File: src/sv/tmtp_pkg.sv
// tmtp_pkg: shared types, constants and helper functions of the thue-morse turtle plotter
// used by every module of the block; depends on nothing
package tmtp_pkg;

    localparam int MAX_WIDTH      = 256;
    localparam int MAX_HEIGHT     = 256;
    localparam int COUNT_BITS     = 16;
    localparam int BITS_PER_GROUP = 3;

    localparam int CELLS     = MAX_WIDTH * MAX_HEIGHT;
    localparam int ADDR_BITS = (CELLS > 1) ? $clog2(CELLS) : 1;
    localparam int DIM_BITS  = 13;
    localparam int CFG_IDX_BITS  = 3;
    localparam int CFG_DATA_BITS = 24;

    localparam logic [COUNT_BITS-1:0] COUNT_MAX = {COUNT_BITS{1'b1}};
    localparam logic [31:0] TM_FLIP_MASK = 32'h5555_5555;

    localparam logic [1:0] CMD_CLEAR = 2'd0;
    localparam logic [1:0] CMD_STEP  = 2'd1;
    localparam logic [1:0] CMD_READ  = 2'd2;

    localparam logic [CFG_IDX_BITS-1:0] REG_CANVAS_WIDTH  = 3'd0;
    localparam logic [CFG_IDX_BITS-1:0] REG_CANVAS_HEIGHT = 3'd1;
    localparam logic [CFG_IDX_BITS-1:0] REG_OFFSET_X      = 3'd2;
    localparam logic [CFG_IDX_BITS-1:0] REG_OFFSET_Y      = 3'd3;
    localparam logic [CFG_IDX_BITS-1:0] REG_STEP_LIMIT    = 3'd4;
    localparam logic [CFG_IDX_BITS-1:0] REG_TURN_TABLE    = 3'd5;

    typedef struct packed {
        logic [1:0] command;
        logic [7:0] cell_x;
        logic [7:0] cell_y;
    } in_word_t;

    typedef struct packed {
        logic [15:0]        cell_count;
        logic [2:0]         cell_heading;
        logic signed [31:0] position_x;
        logic signed [31:0] position_y;
        logic [2:0]         heading;
        logic               on_canvas;
        logic               walk_done;
    } out_word_t;

    typedef struct packed {
        logic [COUNT_BITS-1:0] count;
        logic [2:0]            dir;
    } cell_t;

    // controller to datapath
    typedef struct packed {
        logic take;
        logic restart;
        logic clr_wr;
        logic offs;
        logic look;
        logic mark;
        logic turn;
        logic rd_issue;
        logic rd_fetch;
        logic seq_adv;
        logic load_out;
    } dp_cmd_t;

    // datapath to controller
    typedef struct packed {
        logic walk_done;
        logic clr_last;
        logic out_free;
    } dp_sts_t;

    function automatic logic [DIM_BITS-1:0] eff_dim(input logic [8:0] size, input int max_size);
        logic [DIM_BITS-1:0] ext;
        ext = DIM_BITS'(size);
        if (ext > DIM_BITS'(max_size)) begin
            return DIM_BITS'(max_size);
        end
        return ext;
    endfunction

    function automatic logic [ADDR_BITS-1:0] cell_addr(input logic [31:0] x, input logic [31:0] y);
        logic [31:0] lin;
        lin = y * 32'(MAX_WIDTH) + x;
        return lin[ADDR_BITS-1:0];
    endfunction

    function automatic logic [15:0] sat_count(input logic [COUNT_BITS-1:0] count);
        if (COUNT_BITS > 16 && 32'(count) > 32'hFFFF) begin
            return 16'hFFFF;
        end
        return 16'(count);
    endfunction

    function automatic logic [31:0] step_dx(input logic [2:0] h);
        logic [31:0] d;
        unique case (h)
            3'd0, 3'd1, 3'd7: d = 32'd1;
            3'd2, 3'd6:       d = 32'd0;
            default:          d = 32'hFFFF_FFFF;
        endcase
        return d;
    endfunction

    function automatic logic [31:0] step_dy(input logic [2:0] h);
        logic [31:0] d;
        unique case (h)
            3'd1, 3'd2, 3'd3: d = 32'd1;
            3'd0, 3'd4:       d = 32'd0;
            default:          d = 32'hFFFF_FFFF;
        endcase
        return d;
    endfunction

endpackage

File: src/sv/tmtp_ctrl.sv
// tmtp_ctrl: sequencing state machine of the plotter, issues datapath commands
// depends on tmtp_pkg
module tmtp_ctrl (
    input  logic                aclk,
    input  logic                aresetn,
    input  logic                s_valid,
    output logic                s_ready,
    input  logic [1:0]          s_command,
    input  tmtp_pkg::dp_sts_t   sts,
    output tmtp_pkg::dp_cmd_t   cmd
);
    import tmtp_pkg::*;

    typedef enum logic [3:0] {
        ST_INIT,
        ST_IDLE,
        ST_CLEAR,
        ST_OFFS,
        ST_LOOK,
        ST_MARK,
        ST_TURN,
        ST_READ,
        ST_RDAT,
        ST_DONE
    } state_t;

    state_t state_reg, state_next;
    logic   take;

    assign take    = (state_reg == ST_IDLE) && s_valid;
    assign s_ready = (state_reg == ST_IDLE);

    always_comb begin
        state_next = state_reg;
        unique case (state_reg)
            ST_INIT:  if (sts.clr_last) begin
                          state_next = ST_IDLE;
                      end
            ST_IDLE:  if (s_valid) begin
                          unique case (s_command)
                              CMD_CLEAR: state_next = ST_CLEAR;
                              CMD_STEP:  state_next = sts.walk_done ? ST_DONE : ST_OFFS;
                              CMD_READ:  state_next = ST_READ;
                              default:   state_next = ST_DONE;
                          endcase
                      end
            ST_CLEAR: if (sts.clr_last) begin
                          state_next = ST_DONE;
                      end
            ST_OFFS:  state_next = ST_LOOK;
            ST_LOOK:  state_next = ST_MARK;
            ST_MARK:  state_next = ST_TURN;
            ST_TURN:  state_next = ST_DONE;
            ST_READ:  state_next = ST_RDAT;
            ST_RDAT:  state_next = ST_DONE;
            ST_DONE:  if (sts.out_free) begin
                          state_next = ST_IDLE;
                      end
            default:  state_next = ST_INIT;
        endcase
    end

    always_ff @(posedge aclk) begin
        if (!aresetn) begin
            state_reg <= ST_INIT;
        end else begin
            state_reg <= state_next;
        end
    end

    always_comb begin
        cmd          = '0;
        cmd.take     = take;
        cmd.restart  = take && (s_command == CMD_CLEAR);
        cmd.clr_wr   = (state_reg == ST_INIT) || (state_reg == ST_CLEAR);
        cmd.offs     = (state_reg == ST_OFFS);
        cmd.look     = (state_reg == ST_LOOK);
        cmd.mark     = (state_reg == ST_MARK);
        cmd.turn     = (state_reg == ST_TURN);
        cmd.rd_issue = (state_reg == ST_READ);
        cmd.rd_fetch = (state_reg == ST_RDAT);
        cmd.seq_adv  = (state_reg == ST_OFFS) || (state_reg == ST_LOOK)
                    || (state_reg == ST_MARK);
        cmd.load_out = (state_reg == ST_DONE) && sts.out_free;
    end

    a_take_leaves_idle: assert property (@(posedge aclk) disable iff (!aresetn)
        s_valid && s_ready |=> state_reg != ST_IDLE)
        else $error("accepted word did not start work");

    a_three_group_bits: assert property (@(posedge aclk) disable iff (!aresetn)
        state_reg == ST_TURN |-> $past(cmd.seq_adv) && $past(cmd.seq_adv, 2)
                                 && $past(cmd.seq_adv, 3))
        else $error("turn taken before a full group was drawn");

    a_clear_ends_in_result: assert property (@(posedge aclk) disable iff (!aresetn)
        state_reg == ST_CLEAR && sts.clr_last |=> state_reg == ST_DONE)
        else $error("restart finished without a result");

endmodule

File: config.mk
export PLATFORM = sky130hd
export DESIGN_NAME = tmtp_ctrl
export DESIGN_NICKNAME = d
export VERILOG_FILES = /design/src/sv/tmtp_pkg.sv /design/src/sv/tmtp_ctrl.sv
export SDC_FILE = /design/constraint.sdc
export NUM_CORES = 1
export LEC_CHECK = 0
export ABC_AREA = 1
export BUFFER_PORTS_ARGS = -buffer_cell sky130_fd_sc_hd__buf_4
export CORE_AREA = 2 2 39 41
export CTS_CLUSTER_SIZE = 14
export DETAILED_ROUTE_END_ITERATION = 16
export DIE_AREA = 0 0 41 43
export PLACE_DENSITY_LB_ADDON = 0.08
export SYNTH_ARGS = -nofsm -noshare
export SYNTH_HDL_FRONTEND = slang
export SYNTH_SLANG_ARGS = --single-unit
File: constraint.sdc
create_clock -name aclk -period 1.4 [get_ports aclk]
set_input_delay 0.28 -clock aclk [delete_from_list [all_inputs] [get_ports aclk]]
set_output_delay 0.28 -clock aclk [all_outputs]
set_load 0.05 [all_outputs]
## Word level (Yosys, flattened, before mapping)

Cells that the tools add are included.
W data, S select, Z words.

| word-level totals | value |
|---|---|
| logic and storage cells | 33 |
| flip-flop bits (word level) | 4 |
| input port bits | 8 |
| output and inout port bits | 12 |

| operators by class | value |
|---|---|
| eq/ne operators | 15 |
| reduce and logical (&&, ||, !) cells | 10 |
| muxes and demuxes | 7 |

Operators by type and width:

| cell | number |
|---|---|
| $pmux W4 S9 | 1 |
| $mux W4 | 5 |
| $eq A4 B3 Y1 const B | 4 |
| $pmux W4 S3 | 1 |
| $eq A4 B2 Y1 const B | 2 |
| $eq A4 B4 Y1 const B | 2 |
| $ne A2 B2 Y1 const B | 4 |
| $eq A4 B1 Y1 const B | 1 |
| $logic_not A4 Y1 | 1 |
| $reduce_and A4 Y1 | 1 |
| $logic_and A1 B1 Y1 | 3 |
| $logic_or A1 B1 Y1 | 3 |
| $eq A2 B1 Y1 const B | 1 |
| $eq A2 B2 Y1 const B | 1 |
| $logic_not A2 Y1 | 1 |
| $reduce_or A2 Y1 | 1 |

## Logic depth before layout (Yosys ltp)

| logic depth | value |
|---|---|
| word-level depth | 4 |
| mapped depth | 9 |
| gate-level depth less buffers | 8 |

## Worst setup path after synthesis

OpenSTA, ideal clock, no wires.

| timing path | value |
|---|---|
| path kind | register to output |
| start | reg state_reg[0] |
| end | out cmd[9] in the netlist's numbering |
| arrival time | 1.764 ns |
| buffers on the path | 0 |
| cell stages (with the launch flop) | 5 |
| setup slack | -0.644 ns |
| data required time | 1.120 ns |
| path through | dfxtp_1 -> inv_2 -> nor2_2 -> nand2_1 -> nor3_1 |

RTL lines:

| item | line | text |
|---|---|---|
| start, declared | tmtp_ctrl.sv:27 | `state_t state_reg, state_next;` |
| start signal, assigned | tmtp_ctrl.sv:67 | `state_reg <= state_next;` |
| end, declared | tmtp_ctrl.sv:10 | `output tmtp_pkg::dp_cmd_t cmd` |

==> results.sh <==
export IMPL_critPathLaunch="state_reg[0]$_SDFFE_PN0P_"
export IMPL_final_cell_mix="nand2_1 (19), buf_4 (14), inv_1 (10), buf_6 (10)"
export IMPL_worstMarginPinSlew_ns=0.259
export IMPL_min_period_ns=1.44
export IMPL_die_w_um=41
export IMPL_crit_required_ns=1.12
export IMPL_yosys_area_top_type_share_pct=18.9
export IMPL_fin_skew_ns=0.00594
export IMPL_cellPowerDensity_nw_per_um2=1840
export IMPL_r2r_start="state_reg[3]$_SDFFE_PN0P_"
export IMPL_startpoint_type="register"
export IMPL_netlist_instances=82
export IMPL_largest_register_ffs=4
export IMPL_finalHoldViolations=0
export IMPL_cts_buffers=3
export IMPL_io_buffers=19
export IMPL_setup_ws_ns=-0.0378
export IMPL_final_util_pct=59.0
export IMPL_area_growth_pct=78.4
export IMPL_hpwl_um=984
export IMPL_synthDistinctLibCells=20
export IMPL_hold_start="aresetn"
export IMPL_rows=14
export IMPL_yosysSeqAreaShare_pct=17.5
export IMPL_grt_pass1_wl_mm=1.93
export IMPL_end_kind="primary output"
export IMPL_syn_area_um2=458
export IMPL_die_area_um2=1760
export IMPL_hold_ws_ns=0.334
export IMPL_slew_violations=0
export IMPL_ys_seq_elements=4
export IMPL_final_common_cell="nand2_1"
export IMPL_postRouteAntennaNets=0
export IMPL_fin_setup_tns_ns=-0.130
export IMPL_vdd_ir_drop_max_mv=1.04
export IMPL_via_count=557
export IMPL_grt_overflow=0
export IMPL_yosysWarnings=0
export IMPL_antenna_cells=0
export IMPL_synth_nets=90
export IMPL_syn_avg_cell_area_um2=5.58
export IMPL_crit_slowest_cell="dfxtp_4"
export IMPL_cts_root_buffer="clkbuf_4"
export IMPL_clock_latency_ns=0.24
export IMPL_cts_sinks=4
export IMPL_htree_levels=1
export IMPL_relSlewSlack_pct=82.7
export IMPL_drtIter0Drc=9
export IMPL_finalSetupViolations=7
export IMPL_pin_count=20
export IMPL_gp_congestion=0.812
export IMPL_drc_errors=0
export IMPL_slowest_delay_ns=0.37
export IMPL_clock_path_buffers=2
export IMPL_cp_max_fo=4
export IMPL_crit_chain="inv_4, nor2_4, nand2_4, nor3_4, buf_6"
export IMPL_max_freq_mhz=695
export IMPL_leakagePower_nw=0.430
export IMPL_drive_gt1_share_pct=58.7
export IMPL_grt_pass1_vias=472
export IMPL_cap_violations=0
export IMPL_arrival_ns=1.16
export IMPL_antenna_found_initial=0
export IMPL_wl_per_cell_um=9.90
export IMPL_grt_max_degree=10
export IMPL_crit_type="register to primary output"
export IMPL_violations="negative setup slack"
export IMPL_yosys_top_cells_area="nand2_1 (19%), dfxtp_1 (17%), inv_1 (9.0%), nor2_1 (8.2%), nand3_1 (5.5%)"
export IMPL_start_util_pct=33.1
export IMPL_hold_path_class="input port to register"
export IMPL_tritoncts="done"
export IMPL_status="complete, but fails checks"
export IMPL_yosysTopAreaCell="nand2_1"
export IMPL_globalRouteTotalUtil_pct=16.1
export IMPL_fp_dieH_um=43
export IMPL_totalWireLength_mm=1.24
export IMPL_via_per_inst=4.46
export IMPL_core_um2=1380
export IMPL_fin_crit_sh_pct=103
export IMPL_path_clk_slew_ns=0.04
export IMPL_dp_slack_ns=0.0447
export IMPL_total_power_w=0.00151
export IMPL_rsz0062_at_grt="yes"
export IMPL_fin_nets=119
export IMPL_firstDrtPassIters=4
-- kinds of logic after synthesis --
kind of cell / share of synthesized area, %
flops: 17.5
compound gates: 7.38
simple gates: 56.3
buf+inv: 18.9
-- stage by stage --
| stage | instances | cell area [um^2] |
|---|---|---|
| 2_1_floorplan | 82 | 479 |
| 3_3_place_gp | 117 | 642 |
| 3_5_place_dp | 117 | 642 |
| 4_1_cts | 122 | 742 |
| 5_1_grt | 125 | 817 |
| 6_report | 125 | 817 |
-- report_power, final --
part,total [W],switching (W),internal (W),leakage (nW)
clock network,0.000148,0.0000515,0.0000962,0.0138
registers,0.000227,0.0000661,0.000161,0.0356
logic,0.00113,0.000689,0.000442,0.380
-- area by class of cell --
| cell class | instances | area (um^2) |
|---|---|---|
| clock buffers | 3 | 22.5 |
| repair buffers | 26 | 248 |
| inverters | 19 | 73.8 |
| flip-flops and latches | 4 | 95.1 |
| multi-input cells | 57 | 358 |
| well taps | 16 | 20.0 |
| fillers | 141 | 567 |
-- metal layers --
metal | vias up | part of all wire (%) | global-route usage (%)
met3 | 0 | 3.7 | 4.71
met5 | - | 0 | 0
met2 | 17 | 49 | 23.8
met4 | 0 | 0 | 6.00
li1 | 300 | - | -
met1 | 240 | 47 | 21.5
-- cell usage after synthesis --
master    number
dfxtp_1        4
nor2_4         2
nand2_1       23
buf_4          2
nand3b_1       1
nand2_2        3
nor3_1         2
o21ai_2        1
inv_1         11
nand3_1        5
nor2_2         3
a21oi_2        1
a21oi_1        2
nand2_4        1
clkinv_1       2
nor3_2         1
nand3_2        1
a31oi_1        1
nor2_1        10
inv_2          6
-- what timing repair did --
item,in CTS,in global routing
gates resized for setup,20,16
hold buffers,0,0
endpoints found under the setup margin,12,12
pin swaps,2,4
buffers inserted,2,3
hold endpoints to repair,0,0
-- worst paths after layout --
kind / endpoint / slack, ns / depth (start not counted)
setup reg to reg: state_reg[1]$_SDFFE_PN0P_ / 0.14 / 8
hold / removal: state_reg[1]$_SDFFE_PN0P_ / 0.33 / 3
setup / recovery: cmd[9] / -0.04 / 5
hold reg to reg: state_reg[1]$_SDFFE_PN0P_ / 0.56 / 2
-- critical path, delay by kind of cell (launching register included) --
family,cells,cell delay (ns)
AND/OR/NAND/NOR,3,0.34
flip-flops,1,0.37
buffers and inverters,2,0.22
Note: power is estimated with default switching activity, not from simulation.
